## src/hw/rtl/mvn_pkg.sv

```systemverilog
`timescale 1ns / 1ps
// ----------------------------------------------------------------------------
// mvn_pkg
// Shared types, codes and helpers for the mesh vertex normal engine.
// ----------------------------------------------------------------------------
package mvn_pkg;

    // default sizes
    localparam int MAX_VERTICES_DEF  = 1024;
    localparam int MAX_TRIANGLES_DEF = 2048;
    localparam int COORD_WIDTH_DEF   = 16;

    // fixed field widths
    localparam int CORNER_W = 10;
    localparam int POS_W    = 16;
    localparam int NORM_W   = 16;
    localparam int ACC_W    = 24;
    localparam int NIN_W    = 36;

    typedef enum logic [1:0] {
        MODE_VERTEX   = 2'd0,
        MODE_TRIANGLE = 2'd1,
        MODE_COMPUTE  = 2'd2,
        MODE_QUERY    = 2'd3
    } mode_t;

    typedef enum logic [1:0] {
        ST_OK    = 2'd0,
        ST_FULL  = 2'd1,
        ST_RANGE = 2'd2,
        ST_ZERO  = 2'd3
    } status_t;

    // result of the normalize unit
    typedef struct packed {
        logic                     zero;
        logic signed [NORM_W-1:0] x;
        logic signed [NORM_W-1:0] y;
        logic signed [NORM_W-1:0] z;
    } norm_res_t;

    // normalize unit sequencer
    typedef enum logic [2:0] {
        N_IDLE,
        N_SHIFT,
        N_SQ,
        N_SQRT,
        N_DIVLD,
        N_DIV,
        N_DSTORE,
        N_DONE
    } norm_state_t;

    // top level sequencer
    typedef enum logic [4:0] {
        S_IDLE,
        S_DISP,
        S_QWAIT,
        S_CLR,
        S_TCHK,
        S_TA,
        S_TB,
        S_TC,
        S_TD,
        S_XMUL,
        S_FSTART,
        S_FWAIT,
        S_ARD,
        S_AWR,
        S_VCHK,
        S_VSTART,
        S_VWAIT,
        S_RESP
    } top_state_t;

    // saturating accumulate of a unit component
    function automatic logic signed [ACC_W-1:0] sat_add(
        input logic signed [ACC_W-1:0]  acc,
        input logic signed [NORM_W-1:0] f
    );
        logic signed [ACC_W:0] s;
        s = (ACC_W + 1)'(acc) + (ACC_W + 1)'(f);
        if (s[ACC_W] != s[ACC_W-1]) begin
            return s[ACC_W] ? {1'b1, {(ACC_W - 1){1'b0}}} : {1'b0, {(ACC_W - 1){1'b1}}};
        end
        return s[ACC_W-1:0];
    endfunction

endpackage

```

## src/hw/rtl/mvn_norm.sv

```systemverilog
`timescale 1ns / 1ps
// ----------------------------------------------------------------------------
// mvn_norm
// Iterative Q1.14 vector normalizer: align shift, sum of squares on one
// multiplier, bit-serial square root and three restoring divisions.
// ----------------------------------------------------------------------------
module mvn_norm
    import mvn_pkg::*;
(
    input  logic                    aclk,
    input  logic                    aresetn,
    input  logic                    start,
    input  logic signed [NIN_W-1:0] in_x,
    input  logic signed [NIN_W-1:0] in_y,
    input  logic signed [NIN_W-1:0] in_z,
    output logic                    done,
    output norm_res_t               res
);

    norm_state_t state_reg, state_next;

    logic [NIN_W-1:0]  u_reg [3];
    logic              sgn_reg [3];
    logic [59:0]       prod_reg;
    logic [61:0]       sum_reg;
    logic [61:0]       v_reg;
    logic [33:0]       rem_reg;
    logic [30:0]       root_reg;
    logic [30:0]       len_reg;
    logic [31:0]       drem_reg;
    logic [14:0]       numlo_reg;
    logic [14:0]       q_reg;
    logic [4:0]        cnt_reg;
    logic [1:0]        k_reg;
    norm_res_t         res_reg;

    logic              any_high, all_low, all_zero;
    logic [29:0]       sq_op;
    logic [61:0]       sum_fin;
    logic [33:0]       rem_n, trial;
    logic [30:0]       root_n;
    logic [33:0]       rem_upd;
    logic [NIN_W-1:0]  div_u;
    logic [44:0]       num;
    logic [31:0]       drem_n, drem_upd;
    logic [14:0]       q_n;
    logic signed [NORM_W-1:0] q_signed;

    function automatic logic [NIN_W-1:0] mag(input logic signed [NIN_W-1:0] v);
        return v[NIN_W-1] ? NIN_W'(-v) : NIN_W'(v);
    endfunction

    // alignment tests
    assign any_high = (|u_reg[0][NIN_W-1:30]) | (|u_reg[1][NIN_W-1:30])
                    | (|u_reg[2][NIN_W-1:30]);
    assign all_low  = ~((|u_reg[0][NIN_W-1:29]) | (|u_reg[1][NIN_W-1:29])
                    | (|u_reg[2][NIN_W-1:29]));
    assign all_zero = (u_reg[0] == '0) && (u_reg[1] == '0) && (u_reg[2] == '0);

    // square operand select
    always_comb begin
        case (cnt_reg[1:0])
            2'd0:    sq_op = u_reg[0][29:0];
            2'd1:    sq_op = u_reg[1][29:0];
            default: sq_op = u_reg[2][29:0];
        endcase
    end
    assign sum_fin = sum_reg + 62'(prod_reg);

    // one square root digit
    always_comb begin
        rem_n = {rem_reg[31:0], v_reg[61:60]};
        trial = {1'b0, root_reg, 2'b01};
        if (rem_n >= trial) begin
            rem_upd = rem_n - trial;
            root_n  = {root_reg[29:0], 1'b1};
        end else begin
            rem_upd = rem_n;
            root_n  = {root_reg[29:0], 1'b0};
        end
    end

    // division setup and one quotient bit
    always_comb begin
        case (k_reg)
            2'd0:    div_u = u_reg[0];
            2'd1:    div_u = u_reg[1];
            default: div_u = u_reg[2];
        endcase
        num    = {1'b0, div_u[29:0], 14'd0} + 45'(len_reg[30:1]);
        drem_n = {drem_reg[30:0], numlo_reg[14]};
        if (drem_n >= {1'b0, len_reg}) begin
            drem_upd = drem_n - {1'b0, len_reg};
            q_n      = {q_reg[13:0], 1'b1};
        end else begin
            drem_upd = drem_n;
            q_n      = {q_reg[13:0], 1'b0};
        end
    end

    always_comb begin
        logic sg;
        case (k_reg)
            2'd0:    sg = sgn_reg[0];
            2'd1:    sg = sgn_reg[1];
            default: sg = sgn_reg[2];
        endcase
        q_signed = sg ? -NORM_W'(q_reg) : NORM_W'(q_reg);
    end

    // state register
    always_ff @(posedge aclk) begin
        if (!aresetn) begin
            state_reg <= N_IDLE;
        end else begin
            state_reg <= state_next;
        end
    end

    // next state
    always_comb begin
        state_next = state_reg;
        unique case (state_reg)
            N_IDLE: begin
                if (start) state_next = N_SHIFT;
            end
            N_SHIFT: begin
                if (all_zero) state_next = N_DONE;
                else if (!any_high && !all_low) state_next = N_SQ;
            end
            N_SQ: begin
                if (cnt_reg == 5'd3) state_next = N_SQRT;
            end
            N_SQRT: begin
                if (cnt_reg == 5'd30) state_next = N_DIVLD;
            end
            N_DIVLD: state_next = N_DIV;
            N_DIV: begin
                if (cnt_reg == 5'd14) state_next = N_DSTORE;
            end
            N_DSTORE: begin
                state_next = (k_reg == 2'd2) ? N_DONE : N_DIVLD;
            end
            N_DONE:  state_next = N_IDLE;
            default: state_next = N_IDLE;
        endcase
    end

    // datapath
    always_ff @(posedge aclk) begin
        case (state_reg)
            N_IDLE: begin
                u_reg[0]   <= mag(in_x);
                u_reg[1]   <= mag(in_y);
                u_reg[2]   <= mag(in_z);
                sgn_reg[0] <= in_x[NIN_W-1];
                sgn_reg[1] <= in_y[NIN_W-1];
                sgn_reg[2] <= in_z[NIN_W-1];
                cnt_reg    <= '0;
                sum_reg    <= '0;
                k_reg      <= '0;
            end
            N_SHIFT: begin
                if (all_zero) begin
                    res_reg <= '{zero: 1'b1, x: '0, y: '0, z: '0};
                end else begin
                    res_reg.zero <= 1'b0;
                    if (any_high) begin
                        for (int i = 0; i < 3; i++) u_reg[i] <= u_reg[i] >> 1;
                    end else if (all_low) begin
                        for (int i = 0; i < 3; i++) u_reg[i] <= u_reg[i] << 1;
                    end
                end
            end
            N_SQ: begin
                prod_reg <= sq_op * sq_op;
                if (cnt_reg != 5'd0) sum_reg <= sum_fin;
                if (cnt_reg == 5'd3) begin
                    v_reg    <= sum_fin;
                    rem_reg  <= '0;
                    root_reg <= '0;
                    cnt_reg  <= '0;
                end else begin
                    cnt_reg <= cnt_reg + 5'd1;
                end
            end
            N_SQRT: begin
                rem_reg  <= rem_upd;
                root_reg <= root_n;
                v_reg    <= {v_reg[59:0], 2'b00};
                if (cnt_reg == 5'd30) begin
                    len_reg <= root_n;
                end
                cnt_reg <= (cnt_reg == 5'd30) ? 5'd0 : cnt_reg + 5'd1;
            end
            N_DIVLD: begin
                drem_reg  <= {2'b00, num[44:15]};
                numlo_reg <= num[14:0];
                q_reg     <= '0;
                cnt_reg   <= '0;
            end
            N_DIV: begin
                drem_reg  <= drem_upd;
                numlo_reg <= {numlo_reg[13:0], 1'b0};
                q_reg     <= q_n;
                cnt_reg   <= (cnt_reg == 5'd14) ? 5'd0 : cnt_reg + 5'd1;
            end
            N_DSTORE: begin
                case (k_reg)
                    2'd0:    res_reg.x <= q_signed;
                    2'd1:    res_reg.y <= q_signed;
                    default: res_reg.z <= q_signed;
                endcase
                k_reg <= k_reg + 2'd1;
            end
            default: begin
            end
        endcase
    end

    assign done = (state_reg == N_DONE);
    assign res  = res_reg;

endmodule

```

## config.mk

```make
export PLATFORM = sky130hd
export DESIGN_NAME = mvn_norm
export DESIGN_NICKNAME = d
export VERILOG_FILES = /design/src/hw/rtl/mvn_pkg.sv /design/src/hw/rtl/mvn_norm.sv
export SDC_FILE = /design/constraint.sdc
export NUM_CORES = 2
export LEC_CHECK = 0
export ABC_AREA = 1
export ABC_CLOCK_PERIOD_IN_PS = 36700
export BUFFER_PORTS_ARGS = -buffer_cell sky130_fd_sc_hd__buf_2
export CAP_MARGIN = 20
export CORE_MARGIN = 1
export CORE_UTILIZATION = 60
export DETAILED_ROUTE_END_ITERATION = 16
export PLACE_DENSITY = 0.82
export SLEW_MARGIN = 20
export SYNTH_ARGS = -nofsm -noshare
export SYNTH_HDL_FRONTEND = slang
export SYNTH_SLANG_ARGS = --single-unit
export TNS_END_PERCENT = 20
```

## constraint.sdc

```tcl
create_clock -name aclk -period 36.7 [get_ports aclk]
set_input_delay 5.505 -clock aclk [delete_from_list [all_inputs] [get_ports aclk]]
set_output_delay 5.505 -clock aclk [all_outputs]
set_load 0.01 [all_outputs]
```

After elaboration in Yosys (flattened, before gate mapping)
Memories as Yosys holds them, arrays and structs flattened.
Index checks and enable logic that the tools add are counted.

operators by class
  $add $sub $neg = 10
  reduce and logical (&&, ||, !) cells = 32
  bitwise operators = 10
  equal/unequal tests = 23
  order comparisons = 2
  div/mod/pow operators = 0
  shift-type cells = 0
  mux-type cells = 58
  $mul = 1

operator list
  cell              count
  $mux 36           9
  $pmux 62 s2       2
  $mux 62           2
  $pmux 31 s2       2
  $pmux 30 s2       2
  $logic_not 36->1  3
  $neg 36->36       3
  $pmux 48 s2       1
  $mux 16           4
  $mux 32           2
  $pmux 32 s2       1
  $add 62x60->62    1
  $mux 31           2
  $mul 30x30->60    1
  $pmux 15 s2       2
  $mux 48           1
  $add 44x30->45    1
  $ge 34x33->1      1
  $ge 32x31->1      1
  $sub 32x32->32    1
  $sub 31x31->31    1
  $pmux 3 s8        1
  $reduce_or 7->1   3
  $pmux 5 s4        1
  33 further kinds  88

word-level totals
  register bits = 398
  memories = 2
  input bits = 111
  RAM bits = 111
  memory bits (read-only) = 0
  word-level logic and storage cells = 154
  output and inout bits = 50
  latch bits = 0

memories
  memory   depth  width  read ports  clocked after memory_dff  write ports  RTL line        text
  u_reg    3      36     3           0                         3            mvn_norm.sv:22  logic [NIN_W-1:0] u_reg [3];
  sgn_reg  3      1      3           0                         3            mvn_norm.sv:23  logic sgn_reg [3];

Longest topological paths before layout
An unclocked memory read counts as a cell.

  depth after elaboration = 10
  mapped depth = 38
  depth with buffers taken out = 36

Worst setup path before layout
No wires, ideal clock.

  path kind = reg-to-reg
  start point = reg state_reg[1]
  end point = reg rem_reg[0] (enable)
  arrival = 12.225 ns
  setup slack = 23.693 ns
  cell stages (with the launch flop) = 6
  setup time = 0.782 ns
  buffers on the path = 1
  data required time = 35.918 ns
  period minus slack after synthesis = 13.007 ns
  cells stage by stage = dfxtp_1 -> nand2_1 -> nor2_1 -> inv_1 -> clkbuf_1 -> o21ai_0

on the way
  longest elaborated chain between the ends = 3
  elaborated cells on any way between the ends = 5
  classes of those cells = 3 x eq/ne; 2 x reduce/logical

RTL lines
  element                                                                  RTL line         text
  from (decl)                                                              mvn_norm.sv:20   norm_state_t state_reg, state_next;
  from (signal assigned)                                                   mvn_norm.sv:116  state_reg <= state_next;
  $eq 3x2->1                                                               mvn_norm.sv:151  case (state_reg)
  $ne 2x2->1 (no source line) / $reduce_bool 2->1 (equally long branches)  n/a
  $reduce_and 2->1 (no source line) *                                      n/a
  to (signal assigned)                                                     mvn_norm.sv:188  rem_reg <= rem_upd;
  to (decl)                                                                mvn_norm.sv:27   logic [33:0] rem_reg;

Mark *: on every way between the ends. The rest lies on a longest branch, timed or not.
A chain may end at the register's enable or synchronous reset.

Worst setup path after layout
  start point = reg cnt_reg[0]
  end point = reg prod_reg[46], data pin

on the way
  longest elaborated chain between the ends = 3
  elaborated cells on any way between the ends = 4
  classes of those cells = 1 x mul; 1 x eq/ne; 1 x mux; 1 x reduce/logical

RTL lines
  element                                               RTL line         text
  from (decl)                                           mvn_norm.sv:33   logic [4:0] cnt_reg;
  from (signal assigned)                                mvn_norm.sv:184  cnt_reg <= cnt_reg + 5'd1;
  from (signal assigned)                                mvn_norm.sv:194  cnt_reg <= (cnt_reg == 5'd30) ? 5'd0 : cnt_reg + 5'd1;
  from (signal assigned)                                mvn_norm.sv:206  cnt_reg <= (cnt_reg == 5'd14) ? 5'd0 : cnt_reg + 5'd1;
  $eq 2x1->1 / $logic_not 2->1 (equally long branches)  mvn_norm.sv:62   case (cnt_reg[1:0])
  $pmux 30 s2 *                                         mvn_norm.sv:62
  $mul 30x30->60 *                                      mvn_norm.sv:176  prod_reg <= sq_op * sq_op;
  to (signal assigned)                                  mvn_norm.sv:176
  to (decl)                                             mvn_norm.sv:24   logic [59:0] prod_reg;

Marked as above.

==> reports/results.txt <==
First-pass GRT wire length: 315000 um
Hold buffers post-CTS: 0
DRC violations left: 0
Total Neg Setup Slack: 0 ns
Fin crit period: 9.63 ns
Largest area contributor in the netlist: edfxtp_1
Commonest register cell after synthesis: edfxtp_1
Via Count: 57057
Crit Path Max Fanout: 29
Post-synth EDFFs: 505
Clock Skew: 0.0660 ns
Root Driver: clkbuf_16
Hold WC Path Type: reg -> reg
Vias in the first global route: 56556
Row count: 119
Final WL: 203000 um
Post-DRT Antenna Nets: 0
Clk sinks: 508
Unrepaired setup endpoints after global routing: no
Die width: 330 um
Required @ worst endpoint: 37.11 ns
Synthesized area: 64400 um^2
Crit Path Category: reg -> reg
Max stage delay on crit path: 0.77 ns
Fmax: 104 MHz
Crit path from: cnt_reg[0]$_DFFE_PP_
Share of cells above drive strength 1: 4.98%
Number of synthesized register bits: 508
Vias per cell: 5.65
Gpl congestion: 1.03
CTS Buffer Depth: 3
Initial core utilization: 60.8%
Clock insertion delay at the later pin of the skew report: 0.71 ns
Distinct cells, synth: 57
Mapped Avg Cell Area: 7.49 um^2
Worst Path Buf+Inv: 10
Startpoint types: flop
Critical Path Sink Type: flop
Fin. Hold Viols: 0
Num CTS Buffers: 60
Crit path DAT: 10.03 ns
CTS tree: yes
Hold path start: root_reg[25]$_SDFFCE_PN0P_
Yosys top cell area share: 23.6%
GRT overflow: 0
Max-cap violation count: 0
Die footprint: 109000 um^2
Largest register FFs: 108
Initial antenna violation count: 4
Total GRT Usage: 37.9%
Number of synthesis warnings: 0
Largest net degree at the start of global routing: 93
Wire length per cell: 20.2 um
Normalized max-slew margin: 25.7%
CP max stage cell: a21oi_1
Number of setup buffers added after CTS: 0
Status: complete, no violations
Die Y: 330 um
Final slew viol count: 0
Resized Gates After CTS: 0
Fin crit share: 26.2%
Hpwl dp: 162000 um
Top cells by area, synth: edfxtp_1, fa_1, nand2_1
Mapped Nets: 9811
Cell family with most CP delay: adder cells
TritonRoute pass-1 iters: 8
Core Region: 106000 um^2
Async set-reset flop share out of synthesis: 0%
Area delta synth->final: 6.30%
H-tree depth: 2
Cells after synthesis: 8594
Hold slack final: 0.443 ns
IO Port Bufs: 160
Slew at the pin closest to its max-slew limit: 1.11 ns
Sequential fraction of the synthesis area: 23.7%
Final setup fails: 0
Initial DRC count: 6680
Worst R2R Start: cnt_reg[0]$_DFFE_PP_
# IOs: 161
Nets: 9868
Clock-pin transition on the worst setup and hold timing paths: 0.07 ns
[through the flow]
| step | util (%) | area (um^2) | instances | setup slack [ns] |
|---|---|---|---|---|
| floorplan | - | 64400 | 8594 | 23.69 |
| finish | 64.6 | 68400 | 10090 | 27.07 |
| detailed placement | 62.7 | 66400 | 9979 | 27.31 |
| global route | 64.6 | 68400 | 10089 | 26.62 |
| global placement | 62.7 | 66400 | 9979 | 27.31 |
| CTS | 64.6 | 68400 | 10087 | 27.21 |
[layout by cell type (no fill, tap or decap), types with 7 or more instances in the layout]
| cell | instances |
|---|---|
| a21o_1 | 10 |
| a21oi_1 | 245 |
| and2_1 | 9 |
| buf_2 | 160 |
| buf_4 | 50 |
| clkbuf_1 | 8 |
| clkbuf_16 | 60 |
| clkinv_1 | 10 |
| clkinv_2 | 8 |
| clkinvlp_4 | 10 |
| edfxtp_1 | 505 |
| fa_1 | 700 |
| ha_1 | 406 |
| inv_1 | 1979 |
| inv_2 | 26 |
| nand2_1 | 2445 |
| nand2_2 | 9 |
| nand3_1 | 387 |
| nand3b_1 | 69 |
| nand4_1 | 76 |
| nor2_1 | 728 |
| nor2_2 | 32 |
| nor2_4 | 7 |
| nor3_1 | 59 |
| nor4_1 | 9 |
| o211ai_1 | 44 |
| o21ai_0 | 269 |
| o21ai_1 | 29 |
| o21bai_1 | 31 |
| o221ai_1 | 16 |
| o22ai_1 | 18 |
| or2_2 | 15 |
| xnor2_1 | 77 |
| xor2_1 | 108 |
[final cells by class]
cell class / instances / area [um^2]
flip-flops and latches: 508 / 15200
clock inverters: 40 / 435
multi-input cells: 5861 / 40700
diodes: 2 / 5.00
repair buffers: 211 / 1200
well taps: 1391 / 1740
fillers: 9204 / 37400
inverters: 2009 / 7540
clock buffers: 68 / 1530
[final timing paths]
kind	to	slack (ns)	cells past startpoint
max reg2reg	prod_reg[46]$_DFFE_PP_	27.07	30
max	prod_reg[46]$_DFFE_PP_	27.07	30
min reg2reg	len_reg[26]$_DFFE_PP_	0.44	0
min	len_reg[26]$_DFFE_PP_	0.44	0
[logic make-up (layout without fill, tap and decap cells)]
logic type                 after synthesis  after routing  synth area share [%]
AOI/OAI and AO/OA                      700            700                  6.07
xor gates and xnor gates               185            185                  2.52
buffers and inverters                 2225           2328                  13.4
and+or+nand+nor                       3869           3869                  24.7
other                                    0              2                     0
adders and majority gates             1106           1106                  29.7
muxes                                    1              1                0.0175
DFF                                    508            508                  23.7
[layer usage]
layer	part of all wire [%]	global-route usage, %	wire (um)	up-vias
met2	44	58.7	90000	2892
met4	5.0	17.3	10300	2
met1	40	52.0	81300	27226
met5	0.0064	0	13	-
met3	11	6.84	21800	575
li1	-	-	-	26362
[Yosys cell counts, types with 27 or more instances]
master	instances
a21oi_1	246
buf_2	114
clkbuf_1	67
edfxtp_1	505
fa_1	700
ha_1	406
inv_1	1981
nand2_1	2447
nand3_1	387
nand3b_1	69
nand4_1	76
nor2_1	731
nor2_2	32
nor3_1	60
o211ai_1	44
o21ai_0	274
o21ai_1	27
o21bai_1	32
o221ai_1	28
xnor2_1	77
xor2_1	108
Power is left out: the tool's default activity adds up to more than one toggle a clock period on the data nets, which glitch-free logic cannot reach.
